==> config.mk <==
export PLATFORM = sky130hd
export DESIGN_NAME = mmd_cell
export DESIGN_NICKNAME = d
export VERILOG_FILES = /design/src/rtl/metadata_mode_dedup_macros.svh /design/src/rtl/mmd_pkg.sv /design/src/rtl/mmd_cell.sv
export SDC_FILE = /design/constraint.sdc
export NUM_CORES = 1
export LEC_CHECK = 0
export BUFFER_PORTS_ARGS = -buffer_cell sky130_fd_sc_hd__buf_2
export CAP_MARGIN = 20
export CELL_PAD_IN_SITES_DETAIL_PLACEMENT = 1
export CELL_PAD_IN_SITES_GLOBAL_PLACEMENT = 2
export CORE_UTILIZATION = 23
export DETAILED_ROUTE_END_ITERATION = 8
export GPL_TIMING_DRIVEN = 0
export PLACE_DENSITY_LB_ADDON = 0.1
export SKIP_LAST_GASP = 1
export SYNTH_ARGS = -nofsm -noshare
export SYNTH_HDL_FRONTEND = slang
export SYNTH_SLANG_ARGS = --single-unit
==> constraint.sdc <==
create_clock -name clock -period 7.65 [get_ports clock]
set_input_delay 1.53 -clock clock [delete_from_list [all_inputs] [get_ports clock]]
set_output_delay 1.53 -clock clock [all_outputs]
set_load 0.02 [all_outputs]
==> src/rtl/metadata_mode_dedup_macros.svh <==
// Assertion macros for the metadata mode dedup block.
`ifndef METADATA_MODE_DEDUP_MACROS_SVH
`define METADATA_MODE_DEDUP_MACROS_SVH
`ifndef SYNTHESIS
// Plain implication checked every clock, off during reset.
`define MMD_ASSERT_NOW(lbl, ante, cons, msg) \
   lbl: assert property (@(posedge clock) disable iff (reset) (ante) |-> (cons)) \
      else $error(msg);
// Consequent checked in the cycle after the antecedent.
`define MMD_ASSERT_NEXT(lbl, ante, cons, msg) \
   lbl: assert property (@(posedge clock) disable iff (reset) (ante) |=> (cons)) \
      else $error(msg);
`else
`define MMD_ASSERT_NOW(lbl, ante, cons, msg)
`define MMD_ASSERT_NEXT(lbl, ante, cons, msg)
`endif
`endif

==> src/rtl/mmd_pkg.sv <==
// Shared types for the metadata mode dedup block.
`default_nettype none
package mmd_pkg;

   typedef struct packed {
      logic [31:0] stamp;
      logic [31:0] logger;
      logic [31:0] cell_id;
   } tuple_type;

   typedef enum logic [1:0] {
      ST_LOAD,
      ST_COUNT,
      ST_SCAN,
      ST_EMIT
   } state_type;

   typedef struct packed {
      logic load_req;   // an entry is being stored this cycle
      logic count_en;   // tokens advance and collect matches
      logic scan_en;    // tokens advance without counting
      logic shift_en;   // stored entries rotate toward cell 0
      logic clear;      // end of set: drop all entries
   } cell_ctrl_type;

endpackage
`default_nettype wire

==> src/rtl/mmd_cell.sv <==
// One cell of the dedup chain: a stored entry plus a circulating match token.
`default_nettype none
module mmd_cell
   import mmd_pkg::*;
#(
   parameter int CNT_W = 6
) (
   input  wire logic              clock,
   input  wire logic              reset,
   input  wire cell_ctrl_type     ctrl,
   input  wire logic              prev_valid,
   input  wire tuple_type         new_tuple,
   input  wire logic              new_present,
   input  wire tuple_type         nb_tuple,
   input  wire logic              nb_present,
   input  wire tuple_type         nb_tok_tuple,
   input  wire logic              nb_tok_valid,
   input  wire logic [CNT_W-1:0]  nb_tok_cnt,
   output      logic              own_valid,
   output      tuple_type         own_tuple,
   output      logic              own_present,
   output      tuple_type         tok_tuple,
   output      logic              tok_valid,
   output      logic [CNT_W-1:0]  tok_cnt
);

   logic             valid_ff, valid_in;
   tuple_type        tuple_ff, tuple_in;
   logic             present_ff, present_in;
   tuple_type        tok_tuple_ff, tok_tuple_in;
   logic             tok_valid_ff, tok_valid_in;
   logic [CNT_W-1:0] tok_cnt_ff, tok_cnt_in;
   logic             take_new;
   logic             match;

   // fill in place: the first empty cell takes the entry
   assign take_new = ctrl.load_req && !valid_ff && prev_valid;
   assign match    = tok_valid_ff && valid_ff && (tok_tuple_ff == tuple_ff);

   always_comb begin
      valid_in     = valid_ff;
      tuple_in     = tuple_ff;
      present_in   = present_ff;
      tok_tuple_in = tok_tuple_ff;
      tok_valid_in = tok_valid_ff;
      tok_cnt_in   = tok_cnt_ff;
      if (ctrl.clear) begin
         valid_in     = 1'b0;
         tok_valid_in = 1'b0;
      end else if (take_new) begin
         valid_in     = 1'b1;
         tuple_in     = new_tuple;
         present_in   = new_present;
         tok_tuple_in = new_tuple;
         tok_valid_in = 1'b1;
         tok_cnt_in   = '0;
      end else if (ctrl.count_en || ctrl.scan_en) begin
         tok_tuple_in = nb_tok_tuple;
         tok_valid_in = nb_tok_valid;
         tok_cnt_in   = nb_tok_cnt;
      end else if (ctrl.shift_en) begin
         tuple_in   = nb_tuple;
         present_in = nb_present;
      end
   end

   always_ff @(posedge clock) begin
      if (reset) begin
         valid_ff     <= 1'b0;
         tok_valid_ff <= 1'b0;
      end else begin
         valid_ff     <= valid_in;
         tok_valid_ff <= tok_valid_in;
      end
      tuple_ff     <= tuple_in;
      present_ff   <= present_in;
      tok_tuple_ff <= tok_tuple_in;
      tok_cnt_ff   <= tok_cnt_in;
   end

   assign own_valid   = valid_ff;
   assign own_tuple   = tuple_ff;
   assign own_present = present_ff;
   assign tok_tuple   = tok_tuple_ff;
   assign tok_valid   = tok_valid_ff;
   assign tok_cnt     = tok_cnt_ff + {{(CNT_W-1){1'b0}}, (ctrl.count_en && match)};

endmodule
`default_nettype wire

# Word level (Yosys, flattened, before mapping)
# Cells that the tools add are included.
[word_totals] register_bits=201 in_bits=305 wordCells=37
[op_classes] n_addsub=1 n_eq_ne=2 mux=11 bitwise_logic=1 n_reduce_logical=12
[ops] cell="two-way mux 96 bit" count=5
[ops] cell="equality test 96 bit" count=1
[ops] cell="adder 6 x 1 -> 6 bit" count=1
[ops] cell="two-way mux 6 bit" count=1
[ops] cell="logical AND 1 bit" count=5
[ops] cell="two-way mux 1 bit" count=5
[ops] cell="nonzero test 2 bit" count=2
[ops] cell="AND reduction 3 bit" count=1
[ops] cell="inequality test 2 bit (second input constant)" count=1
[ops] cell="AND reduction 2 bit" count=1
[ops] cell="OR reduction 2 bit" count=1
[ops] cell="zero test 1 bit" count=1
[ops] cell="logical OR 1 bit" count=1
[ops] cell="inverter 1 bit" count=1

# Longest topological paths before layout
# Gate-level depths: netlist of run 1.
[depth] depth_word=5 ltp_mapped=9

# Worst setup path after synthesis of run 1
# No wires, ideal clock.
[synth_path] path_type="input to register" start="input port prev_valid" end="register tok_cnt_ff[0] (enable)" t_arrival_ns=6.990 path_slack_ns=0.063 path_stages=5 path_buffers=2 path_cell_list="nand2_1 > or2_1 > buf_2 > clkbuf_1 > a21oi_1"
[synth_via] elab_chain_cells=3
[synth_lines] element="from (decl)" line_no="mmd_cell.sv:11" text="input wire logic prev_valid,"
[synth_lines] element="logical AND 1 bit" line_no="mmd_cell.sv:37" text="assign take_new = ctrl.load_req && !valid_ff && prev_valid;"
[synth_lines] element="nonzero test 2 bit (no source line)"
[synth_lines] element="AND reduction 2 bit (no source line)"
[synth_lines] element="to (signal assigned)" line_no="mmd_cell.sv:78" text="tok_cnt_ff <= tok_cnt_in;"
[synth_lines] element="to (decl)" line_no="mmd_cell.sv:32" text="logic [CNT_W-1:0] tok_cnt_ff, tok_cnt_in;"
# No other way between the ends.
# A chain may end at the register's enable or synchronous reset.

# Worst setup path after layout of run 1
[layout_path] start="register tuple_ff (netlist bit own_tuple[43])" end="output port tok_cnt[5]"
[layout_via] elab_chain_cells=4
[layout_lines] element="from (decl)" line_no="mmd_cell.sv:28" text="tuple_type tuple_ff, tuple_in;"
[layout_lines] element="from (signal assigned)" line_no="mmd_cell.sv:75" text="tuple_ff <= tuple_in;"
[layout_lines] element="equality test 96 bit" line_no="mmd_cell.sv:38" text="assign match = tok_valid_ff && valid_ff && (tok_tuple_ff == tuple_ff);"
[layout_lines] element="logical AND 1 bit" line_no="mmd_cell.sv:38"
[layout_lines] element="logical AND 1 bit" line_no="mmd_cell.sv:86" text="assign tok_cnt = tok_cnt_ff + {{(CNT_W-1){1'b0}}, (ctrl.count_en && match)};"
[layout_lines] element="adder 6 x 1 -> 6 bit" line_no="mmd_cell.sv:86"
[layout_lines] element="to (decl)" line_no="mmd_cell.sv:24" text="output logic [CNT_W-1:0] tok_cnt"
# No other way between the ends.

==> metrics.md, run 1 <==
| Metric | Value |
|---|---|
| Largest net degree at the start of global routing | `24` |
| Unrepaired setup endpoints after global routing | `false` |
| Final Util | `0.339` |
| Worst Hold Class | `flip-flop to flip-flop` |
| Register area | `0.00602 sq mm` |
| HPWL after DPL | `36.5 mm` |
| Initial antenna violation count | `11` |
| Setup CP Type | `flip-flop to output port` |
| Die W | `203 microns` |
| Syn Nets | `1181` |
| Power per cell area | `219 mW/mm^2` |
| # hold bufs at CTS | `0` |
| Internal | `2.14 mW` |
| Post-synth EDFFs | `199` |
| Clock power share | `0.382` |
| Die Area | `0.0414 sq mm` |
| ANT nets after route | `0` |
| Hold WS | `0.518 ns` |
| CTS sink count | `201` |
| Synth cell types | `21` |
| Clock slew at reported path FFs | `0.06 ns` |
| Post-route clock period utilization | `0.728` |
| Sequential share of power | `0.451` |
| Layout area overhead | `45.1%` |
| Post-synthesis sequential area ratio | `0.645` |
| Layout cell share with drive strength beyond 1 | `0.401` |
| Post-route DRC | `0` |
| IO Port Bufs | `505` |
| IO Pins | `506` |
| Grt total ovfl | `0` |
| Initial Util | `0.234` |
| Slew Limit Headroom | `0.440` |
| Pins Over Slew Limit | `0` |
| Top cells by count, synth | `486 x nand2_1, 199 x edfxtp_1, 70 x xnor2_1` |
| Gp weighted congestion | `0.848` |
| CP peak stage delay | `0.76 ns` |
| H-tree levels | `1` |
| Net Switching | `824 uW` |
| CP max FO | `2` |
| Worst Path Required | `6.12 ns` |
| Max-cap viol count | `0` |
| Crit start category | `flip-flop` |
| Worst Tran Pin Value | `0.840 ns` |
| Crit-path slowest cell | `nor4_1` |
| CTS tree | `done` |
| Clk_lat worst skew | `0.54 ns` |
| Buffer depth of the longest clock path | `3` |
| Cell breakdown of the critical path | `xnor2_1, nand4_1, nor4_1, nand4_1, nor3_1, ha_1, and3_1, nand3_1, xnor2_1, buf_2` |
| Postcts setup bufs | `0` |
| Clock Skew | `0.0203 ns` |
| Leading area contributor after synthesis | `edfxtp_1` |
| Count leader, synth | `nand2_1` |
| Layout net count | `1724` |
| Synth top area share | `0.640` |
| CTS Root Cell | `clkbuf_16` |
| Fill cell count | `4697` |
| Fmax | `180 MHz` |
| DR vias | `8358` |
| Min Tclk post-route | `5.57 ns` |
| DRT iter0 DRCs | `259` |
| Critical path arrival | `4.04 ns` |
| DR pass1 iterations | `4` |
| Final setup vio count | `0` |
| GRT Total Usage | `0.214` |
| Cells after synthesis | `874` |
| #FFs+latches synth | `201` |
| Synth Area per Inst | `10.7 sq um` |
| Combinational Power Share | `0.167` |
| Setup crit end kind | `output port` |
| Rows | `73` |
| Synth Warn # | `0` |
| Post_cts resized | `0` |
| Multi-input gate area | `0.00306 sq mm` |
| Leak | `6.46 nW` |
| Vias per cell | `4.25` |
| Synth async-reset ratio | `0` |
| Power Total | `2.97 mW` |
| Avg WL per Cell | `23.0 microns` |
| Sw frac | `0.278` |
| Core box area | `0.0399 sq mm` |
| CTS Buf Count | `26` |
| First-pass GRT wire length | `63.1 mm` |
| Synth Flop Type | `edfxtp_1` |
| Peak VDD IR | `0.132 mV` |
| Vias in the first global route | `9077` |
| Synth top area cells | `edfxtp_1 64%, nand2_1 20%, xnor2_1 6.6%` |
| Chip Height | `203 microns` |
| Total Wirelength | `45.2 mm` |
| Outcome | `complete, no violations` |
| Synth Cell Area | `0.00933 sq mm` |
| Fin. Hold Viols | `0` |
## power groups by stage
stage | logic, mW | registers [mW] | clock network [mW]
final | 0.495 | 1.34 | 1.13
after global routing | 0.542 | 1.35 | 1.21
after CTS | 0.510 | 1.34 | 1.17
after detailed placement | 0.509 | 1.36 | 0
after global placement | 0.489 | 1.38 | 0
after floorplan | 0.168 | 1.44 | 0
## state kept, by name, summed over array words and instances, names as in the netlist
register,flops
own_tuple,96
tok_tuple,96
tok_cnt_ff,6
own_present,1
own_valid,1
tok_valid,1
## metrics by stage
| stage | setup TNS (ns) | area, sq um | setup WS [ns] | std cells |
|---|---|---|---|---|
| 6_report | 0 | 13500 | 2.08 | 1965 |
| 5_1_grt | 0 | 13500 | 1.70 | 1964 |
| 4_1_cts | 0 | 13500 | 1.77 | 1960 |
| 3_5_place_dp | 0 | 12800 | 2.37 | 1914 |
| 3_3_place_gp | -915.21 | 12500 | -4.69 | 1904 |
| 2_1_floorplan | 0 | 9330 | 0.0628 | 874 |
## routing by layer
layer	track usage	up-vias	routed length [microns]	share of wire
met2	0.379	320	22800	0.50
met4	0.0542	12	773	0.017
met5	0	-	82	0.0018
met3	0.0695	66	4020	0.089
met1	0.248	3958	17600	0.39
li1	-	4002	-	-
## worst max-delay path, delay by kind of cell (launching register included)
family                   cells  cell delay, ns
XOR/XNOR                     2            0.73
adder cells (fa/ha/maj)      1            0.26
buffers and inverters        1            0.18
flip-flops                   1            0.41
AND/OR/NAND/NOR              6            1.92
## final timing paths
kind | from | to | slack, ns | cells after the start
setup / recovery | own_tuple[43]$_DFFE_PP_ | tok_cnt[5] | 2.08 | 10
hold / removal | tok_valid$_SDFFE_PP0N_ | tok_valid$_SDFFE_PP0N_ | 0.52 | 2
setup reg to reg | own_valid$_SDFFE_PP0P_ | own_tuple[69]$_DFFE_PP_ | 4.61 | 8
hold reg to reg | tok_valid$_SDFFE_PP0N_ | tok_valid$_SDFFE_PP0N_ | 0.52 | 2
## placed cells by master, fill, tap and decap left out, types with 2 or more instances in the layout
| master | netlist | routed |
|---|---|---|
| ha_1 | 2 | 2 |
| buf_12 | 0 | 6 |
| clkbuf_1 | 8 | 21 |
| edfxtp_1 | 199 | 199 |
| and2_1 | 6 | 6 |
| nand3_1 | 3 | 3 |
| clkinv_2 | 0 | 4 |
| buf_6 | 20 | 20 |
| xnor2_1 | 70 | 70 |
| nand2_1 | 486 | 486 |
| nand4_1 | 20 | 20 |
| xor2_1 | 30 | 30 |
| clkbuf_16 | 0 | 27 |
| dfxtp_1 | 2 | 2 |
| diode_2 | 0 | 5 |
| nor3_1 | 4 | 4 |
| buf_16 | 0 | 4 |
| nor4_1 | 10 | 10 |
| buf_2 | 5 | 510 |
| a21oi_4 | 0 | 2 |
## kinds of logic (layout without fill, tap and decap cells)
logic type	Yosys count	after routing	synth area share
simple gates	533	533	0.226
buf+inv	33	594	0.0300
compound gates	5	5	0.00308
flops	201	201	0.645
other cells	0	5	0
fa+ha+maj	2	2	0.00268
xor+xnor	100	100	0.0938
## area by class of cell
cell class | count | area share
clock inverters | 5 | 0.00176
multi-input cells | 640 | 0.226
diodes | 5 | 0.000924
plain buffers | 33 | 0.0207
clock buffers | 41 | 0.0545
well taps | 525 | 0.0485
flip-flops and latches | 201 | 0.444
repair buffers | 515 | 0.204
No activity file was read; power rests on OpenSTA's default activity.
==> run 2: changes to the inputs <==
==> constraint.sdc (replaced) <==
create_clock -name clock -period 5 [get_ports clock]
set_input_delay 1 -clock clock [delete_from_list [all_inputs] [get_ports clock]]
set_output_delay 1 -clock clock [all_outputs]
set_load 0.02 [all_outputs]
==> run 2 against run 1 <==
  * Sequential power increased by 53%
  * Sequential share of layout area down 0.086 points
  * Power grew 54%
  * Largest power group unchanged
  * Design area increased by 0.19%
  * Worst hold slack worse by 0.0048 ns
  * Largest cell class unchanged
  * Critical path depth is the same
  * Combinational power grew 53%
  * First-iteration DRC count is 29% higher
  * Clock skew fell by 0.0095 ns
  * Critical endpoint is now tok_cnt[4]
  * Wire length rose by 0.49%
==> metrics.md, run 2 (synthesis gave the netlist of run 1 again) <==
| Metric | Value |
|---|---|
| Outcome | `complete, no violations (unchanged)` |
| IO Port Bufs | `505 (unchanged)` |
| R2R Path End | `tok_tuple[13]$_DFFE_PP_ (was own_tuple[69]$_DFFE_PP_)` |
| H-tree levels | `1 (unchanged)` |
| IO Pins | `506 (unchanged)` |
| Avg WL per Cell | `23.1 microns (was 23.0 microns)` |
| Clock Skew | `0.0108 ns (was 0.0203 ns)` |
| Sw frac | `0.278 (about the same)` |
| Power per cell area | `336 mW/mm^2 (was 219 mW/mm^2)` |
| DP Cell Count | `1913 (was 1914)` |
| Critical path arrival | `3.72 ns (was 4.04 ns)` |
| Delay-heaviest family, CP | `simple AND/OR/NAND/NOR gates (unchanged)` |
| Layout cell share with drive strength beyond 1 | `0.403 (was 0.401)` |
| Leak | `6.48 nW (was 6.46 nW)` |
| Worst Tran Pin Value | `1.01 ns (was 0.840 ns)` |
| Initial antenna violation count | `20 (was 11)` |
| Sequential share of power | `0.449 (was 0.451)` |
| CP Capture Point | `tok_cnt[4] (was tok_cnt[5])` |
| CP peak stage delay | `0.52 ns (was 0.76 ns)` |
| Die W | `203 microns (unchanged)` |
| Fin. Hold Viols | `0 (unchanged)` |
| ANT nets after route | `0 (unchanged)` |
| Final setup vio count | `0 (unchanged)` |
| Grt total ovfl | `0 (unchanged)` |
| Rows | `73 (unchanged)` |
| Setup crit end kind | `output port (unchanged)` |
| Gp weighted congestion | `0.825 (was 0.848)` |
| Worst Hold Class | `flip-flop to flip-flop (unchanged)` |
| Internal | `3.30 mW (was 2.14 mW)` |
| Flop-to-flop setup slack | `2.21 ns (was 4.61 ns)` |
| Setup TNS | `0 ns (unchanged)` |
| Layout area overhead | `45.4% (was 45.1%)` |
| HPWL after DPL | `37.0 mm (was 36.5 mm)` |
| Peak VDD IR | `0.200 mV (was 0.132 mV)` |
| CTS tree | `done (unchanged)` |
| Cell breakdown of the critical path | `xnor2_2, nand4_1, nor4_4, nand4_1, nor3_1, ha_1, ha_1, nand3_1, xnor2_1, buf_2 (was xnor2_1, nand4_1, nor4_1, nand4_1, nor3_1, ha_1, and3_1, nand3_1, xnor2_1, buf_2)` |
| Core box area | `0.0399 sq mm (unchanged)` |
| Vias per cell | `4.26 (was 4.25)` |
| Leading cell type in the layout, fill and taps excluded | `buf_2 (unchanged)` |
| Slew Limit Headroom | `0.328 (was 0.440)` |
| Layout net count | `1723 (was 1724)` |
| DR vias | `8386 (was 8358)` |
| CTS Buf Count | `26 (unchanged)` |
| CP Depth | `10 (unchanged)` |
| Most frequent cells in the layout | `510 x buf_2, 486 x nand2_1, 199 x edfxtp_1 (unchanged)` |
| Crit-path slowest cell | `nor4_4 (was nor4_1)` |
| # hold bufs at CTS | `0 (unchanged)` |
| Final worst slack | `0.284 ns (was 2.08 ns)` |
| GRT Total Usage | `0.217 (was 0.214)` |
| Initial Util | `0.234 (unchanged)` |
| First-pass GRT wire length | `63.4 mm (was 63.1 mm)` |
| Hold WS | `0.514 ns (was 0.518 ns)` |
| CP max FO | `2 (unchanged)` |
| Layout Cells excl Fill | `1970 (was 1965)` |
| Max-cap viol count | `0 (unchanged)` |
| Post-route DRC | `0 (unchanged)` |
| Unrepaired setup endpoints after global routing | `false (unchanged)` |
| CTS sink count | `201 (unchanged)` |
| Die Area | `0.0414 sq mm (unchanged)` |
| Post-route clock period utilization | `0.943` |
| Clk_lat worst skew | `0.54 ns (about the same)` |
| Buffer depth of the longest clock path | `3 (unchanged)` |
| Worst R2R Start | `own_valid$_SDFFE_PP0P_ (unchanged)` |
| FF-to-FF path depth | `6 (was 8)` |
| Crit path buf inv count | `1 (unchanged)` |
| DRT iter0 DRCs | `335 (was 259)` |
| Net Switching | `1.27 mW (was 824 uW)` |
| CP Launch Point | `own_tuple[43]$_DFFE_PP_ (unchanged)` |
| Fmax | `212 MHz` |
| Combinational Power Share | `0.166 (was 0.167)` |
| Hold depth | `2 (unchanged)` |
| Largest net degree at the start of global routing | `24 (unchanged)` |
| Crit start category | `flip-flop (unchanged)` |
| Setup CP Type | `flip-flop to output port (unchanged)` |
| Total Wirelength | `45.5 mm (was 45.2 mm)` |
| Post-Place Setup Slack | `0.176 ns (was 2.37 ns)` |
| Worst Path Required | `4.00 ns (was 6.12 ns)` |
| Min Tclk post-route | `4.72 ns` |
| CTS Root Cell | `clkbuf_16 (unchanged)` |
| Pins Over Slew Limit | `0 (unchanged)` |
| Chip Height | `203 microns (unchanged)` |
| Fill cell count | `4692 (was 4697)` |
| Clock power share | `0.385 (was 0.382)` |
| DR pass1 iterations | `4 (unchanged)` |
| Clock slew at reported path FFs | `0.06 ns (about the same)` |
| Vias in the first global route | `9042 (was 9077)` |
## run 2: cell count changes in the layout (fill, tap and decap cells not counted), sizes merged
| cell | before | now |
|---|---|---|
| clkinv | 5 | 13 |
| diode | 5 | 11 |
| clkbuf | 49 | 40 |
| buf | 540 | 539 |
| bufinv | 0 | 1 |
## run 2: power groups by stage
| stage | logic (mW) | registers [mW] | clock network (mW) |
|---|---|---|---|
| after floorplan | 0.258 | 2.20 | 0 |
| after global placement | 0.751 | 2.09 | 0 |
| after detailed placement | 0.776 | 2.09 | 0 |
| after CTS | 0.779 | 2.05 | 1.81 |
| after global routing | 0.830 | 2.06 | 1.86 |
| final | 0.756 | 2.05 | 1.76 |
## run 2: layout make-up
cell class / count / area (sq um) / area share
clock inverters: 14 / 85.1 / 0.00627
flip-flops and latches: 201 / 6020 / 0.443
well taps: 525 / 657 / 0.0484
diodes: 11 / 27.5 / 0.00203
clock buffers: 32 / 694 / 0.0512
plain buffers: 33 / 280 / 0.0207
repair buffers: 514 / 2720 / 0.201
multi-input cells: 640 / 3090 / 0.228
## run 2: metrics by stage
stage,util,area (sq um),power [mW]
5_1_grt,0.340,13600,4.75
2_1_floorplan,-,9350,2.45
3_3_place_gp,0.314,12500,2.84
4_1_cts,0.339,13500,4.64
3_5_place_dp,0.319,12700,2.86
6_report,0.340,13600,4.56
## run 2: worst min-delay path, stage by stage, from the launching register on
cell and delay (ns):
dfxtp_1 0.33, nand2_1 0.06, a311oi_1 0.08
## run 2: worst min path at each step
stage | endpoint | startpoint
finish | tok_valid$_SDFFE_PP0N_ | tok_valid$_SDFFE_PP0N_
detailed placement | tok_valid$_SDFFE_PP0N_ | tok_valid$_SDFFE_PP0N_
global route | tok_valid$_SDFFE_PP0N_ | tok_valid$_SDFFE_PP0N_
CTS | tok_valid$_SDFFE_PP0N_ | tok_valid$_SDFFE_PP0N_
floorplan | tok_valid$_SDFFE_PP0N_ | tok_valid$_SDFFE_PP0N_
global placement | tok_valid$_SDFFE_PP0N_ | tok_valid$_SDFFE_PP0N_
## run 2: repair_timing
item | 4_1_cts | 5_1_grt
setup endpoints to repair | 5 | 2
pin swaps | 0 | 0
resized for setup | 2 | 2
setup buffers | 0 | 0
## run 2: per-layer routing
metal	up-vias	share of wire	global-route usage
li1	4000	-	-
met1	3973	0.38	0.247
met2	326	0.51	0.386
met3	67	0.084	0.0713
met4	20	0.022	0.0583
met5	-	0.0029	0
==> run 3: changes to the inputs <==
--- a/config.mk
+++ b/config.mk
@@ -12,7 +12,7 @@
 export CORE_UTILIZATION = 23
 export DETAILED_ROUTE_END_ITERATION = 8
 export GPL_TIMING_DRIVEN = 0
-export PLACE_DENSITY_LB_ADDON = 0.1
+export PLACE_DENSITY = 0.81
 export SKIP_LAST_GASP = 1
 export SYNTH_ARGS = -nofsm -noshare
 export SYNTH_HDL_FRONTEND = slang
==> run 3 against run 2 <==
  * First-iteration DRC count is 16% higher
  * Non-clock buffer count is 1 higher
  * Sequential share of layout area increased by 0.057 points
  * Critical path depth unchanged
  * Register-to-register slack improved by 0.13 ns
  * Combinational power increased by 2%
  * Wire length down 3.3%
  * Maximum frequency shrank 0.70%
  * Clock skew decreased by 0.0042 ns
  * Critical endpoint is now tok_cnt[5]
  * Highest routed layer unchanged
==> metrics.md, run 3 (synthesis gave the netlist of run 1 again) <==
| Metric | Value |
|---|---|
| Layout area overhead | `45.2% (was 45.4%)` |
| HPWL after DPL | `35.7 mm (was 37.0 mm)` |
| Avg WL per Cell | `22.4 microns (was 23.1 microns)` |
| DR pass1 iterations | `5 (was 4)` |
| Buffer depth of the longest clock path | `3 (unchanged)` |
| CP max FO | `2 (unchanged)` |
| Hold depth | `2 (unchanged)` |
| Clock slew at reported path FFs | `0.06 ns (about the same)` |
| CTS sink count | `201 (unchanged)` |
| Rows | `73 (unchanged)` |
| CTS tree | `done (unchanged)` |
| FF-to-FF path depth | `7 (was 6)` |
| Total Wirelength | `44.0 mm (was 45.5 mm)` |
| Worst R2R Start | `own_valid$_SDFFE_PP0P_ (unchanged)` |
| H-tree levels | `1 (unchanged)` |
| Fmax | `211 MHz (was 212 MHz)` |
| Register area | `0.00602 sq mm (unchanged)` |
| Die W | `203 microns (unchanged)` |
| Power Total | `4.51 mW (was 4.56 mW)` |
| First-pass GRT wire length | `60.8 mm (was 63.4 mm)` |
| Initial antenna violation count | `6 (was 20)` |
| Fill cell count | `4696 (was 4692)` |
| Outcome | `complete, no violations (unchanged)` |
| Largest net degree at the start of global routing | `25 (was 24)` |
| Gp weighted congestion | `0.858 (was 0.825)` |
| Peak VDD IR | `0.199 mV (was 0.200 mV)` |
| Final setup vio count | `0 (unchanged)` |
| Fin. Hold Viols | `0 (unchanged)` |
| Clock Skew | `0.00659 ns (was 0.0108 ns)` |
| Core box area | `0.0399 sq mm (unchanged)` |
| CTS Buf Count | `25 (was 26)` |
| Unrepaired setup endpoints after global routing | `false (unchanged)` |
| GRT Total Usage | `0.207 (was 0.217)` |
| Critical path arrival | `3.75 ns (was 3.72 ns)` |
| Vias per cell | `4.32 (was 4.26)` |
| Leak | `6.47 nW (was 6.48 nW)` |
| DRT iter0 DRCs | `390 (was 335)` |
| Setup CP Type | `flip-flop to output port (unchanged)` |
| Min Tclk post-route | `4.75 ns (was 4.72 ns)` |
| Hold path endpoint | `tok_valid$_SDFFE_PP0N_ (unchanged)` |
| Worst Hold Class | `flip-flop to flip-flop (unchanged)` |
| Initial Util | `0.234 (unchanged)` |
| Hold WS | `0.522 ns (was 0.514 ns)` |
| Die Area | `0.0414 sq mm (unchanged)` |
| Grt total ovfl | `0 (unchanged)` |
| R2R Path End | `tok_tuple[13]$_DFFE_PP_ (unchanged)` |
| Post-route DRC | `0 (unchanged)` |
| CTS Root Cell | `clkbuf_16 (unchanged)` |
| Pins Over Slew Limit | `0 (unchanged)` |
| Clk_lat worst skew | `0.53 ns (was 0.54 ns)` |
| IO Pins | `506 (unchanged)` |
| Chip Height | `203 microns (unchanged)` |
| Post-route clock period utilization | `0.950 (was 0.943)` |
| Worst Tran Pin Value | `0.986 ns (was 1.01 ns)` |
| Hold Crit Start | `tok_valid$_SDFFE_PP0N_ (unchanged)` |
| Setup crit end kind | `output port (unchanged)` |
| Max-cap viol count | `0 (unchanged)` |
| Flop-to-flop setup slack | `2.34 ns (was 2.21 ns)` |
| Layout cell share with drive strength beyond 1 | `0.404 (was 0.403)` |
| IO Port Bufs | `505 (unchanged)` |
| Worst Path Required | `4.00 ns (about the same)` |
| Slew Limit Headroom | `0.342 (was 0.328)` |
| Vias in the first global route | `8975 (was 9042)` |
| Layout net count | `1723 (unchanged)` |
| Multi-input gate area | `0.00309 sq mm (about the same)` |
| # hold bufs at CTS | `0 (unchanged)` |
| Most frequent cells in the layout | `510 x buf_2, 486 x nand2_1, 199 x edfxtp_1 (unchanged)` |
| DR vias | `8486 (was 8386)` |
| Leading cell type in the layout, fill and taps excluded | `buf_2 (unchanged)` |
| ANT nets after route | `0 (unchanged)` |
| Crit start category | `flip-flop (unchanged)` |
| Power per cell area | `333 mW/mm^2 (was 336 mW/mm^2)` |
run 3: cell types whose count changed in the layout (fill, tap and decap cells not counted), moves of 2 or more:
cell	previous run	this run
buf_12	7	5
clkinv_1	8	6
buf_16	2	4
diode_2	11	5
clkbuf_16	27	25
run 3: worst max path at each step:
stage	from	end	depth (start not counted)
6_report	own_tuple[43]$_DFFE_PP_	tok_cnt[5]	10
5_1_grt	own_tuple[43]$_DFFE_PP_	tok_cnt[5]	10
4_1_cts	own_tuple[43]$_DFFE_PP_	tok_cnt[5]	10
3_5_place_dp	own_tuple[43]$_DFFE_PP_	tok_cnt[5]	10
3_3_place_gp	prev_valid	own_tuple[64]$_DFFE_PP_	6
2_1_floorplan	prev_valid	own_present$_DFFE_PP_	5
run 3: stage by stage:
stage | TNS [ns] | instance area [sq um] | utilization | worst slack (ns) | std cells
finish | 0 | 13600 | 0.340 | 0.250 | 1964
global route | 0 | 13500 | 0.339 | 0.0942 | 1961
CTS | 0 | 13500 | 0.339 | 0.0708 | 1959
detailed placement | 0 | 12800 | 0.320 | 0.137 | 1914
global placement | -317.30 | 12500 | 0.314 | -2.66 | 1904
floorplan | 0 | 9350 | - | 0.0589 | 874
run 3: cell type report:
class | count | area share
diodes | 5 | 0.000923
flip-flops and latches | 201 | 0.444
plain buffers | 33 | 0.0207
multi-input cells | 640 | 0.228
clock buffers | 31 | 0.0478
well taps | 525 | 0.0485
clock inverters | 14 | 0.00720
repair buffers | 515 | 0.203
run 3: timing repair:
item | CTS | global route
resized for setup | 4 | 0
setup buffers | 0 | 0
endpoints found under the setup margin | 6 | 0
run 3: critical path, cell delays in order, from the launching register on:
cell	delay [ns]
edfxtp_1	0.44
xnor2_2	0.41
nand4_1	0.34
nor4_4	0.45
nand4_1	0.14
nor3_1	0.49
ha_1	0.29
and3_1	0.21
nand3_1	0.10
xnor2_1	0.16
buf_2	0.19
run 3: layer usage:
metal	share of wire	routed length, microns	GRT usage	vias to the layer above
li1	-	-	-	4001
met1	0.39	17100	0.242	4070
met2	0.52	22800	0.381	362
met3	0.074	3240	0.0403	51
met4	0.020	871	0.0545	2
met5	0.00030	13	0	-
run 3: power breakdown:
part,internal [mW],total (mW),switching (mW)
registers,1.99,2.05,0.0652
clock network,0.969,1.69,0.722
logic,0.289,0.769,0.480
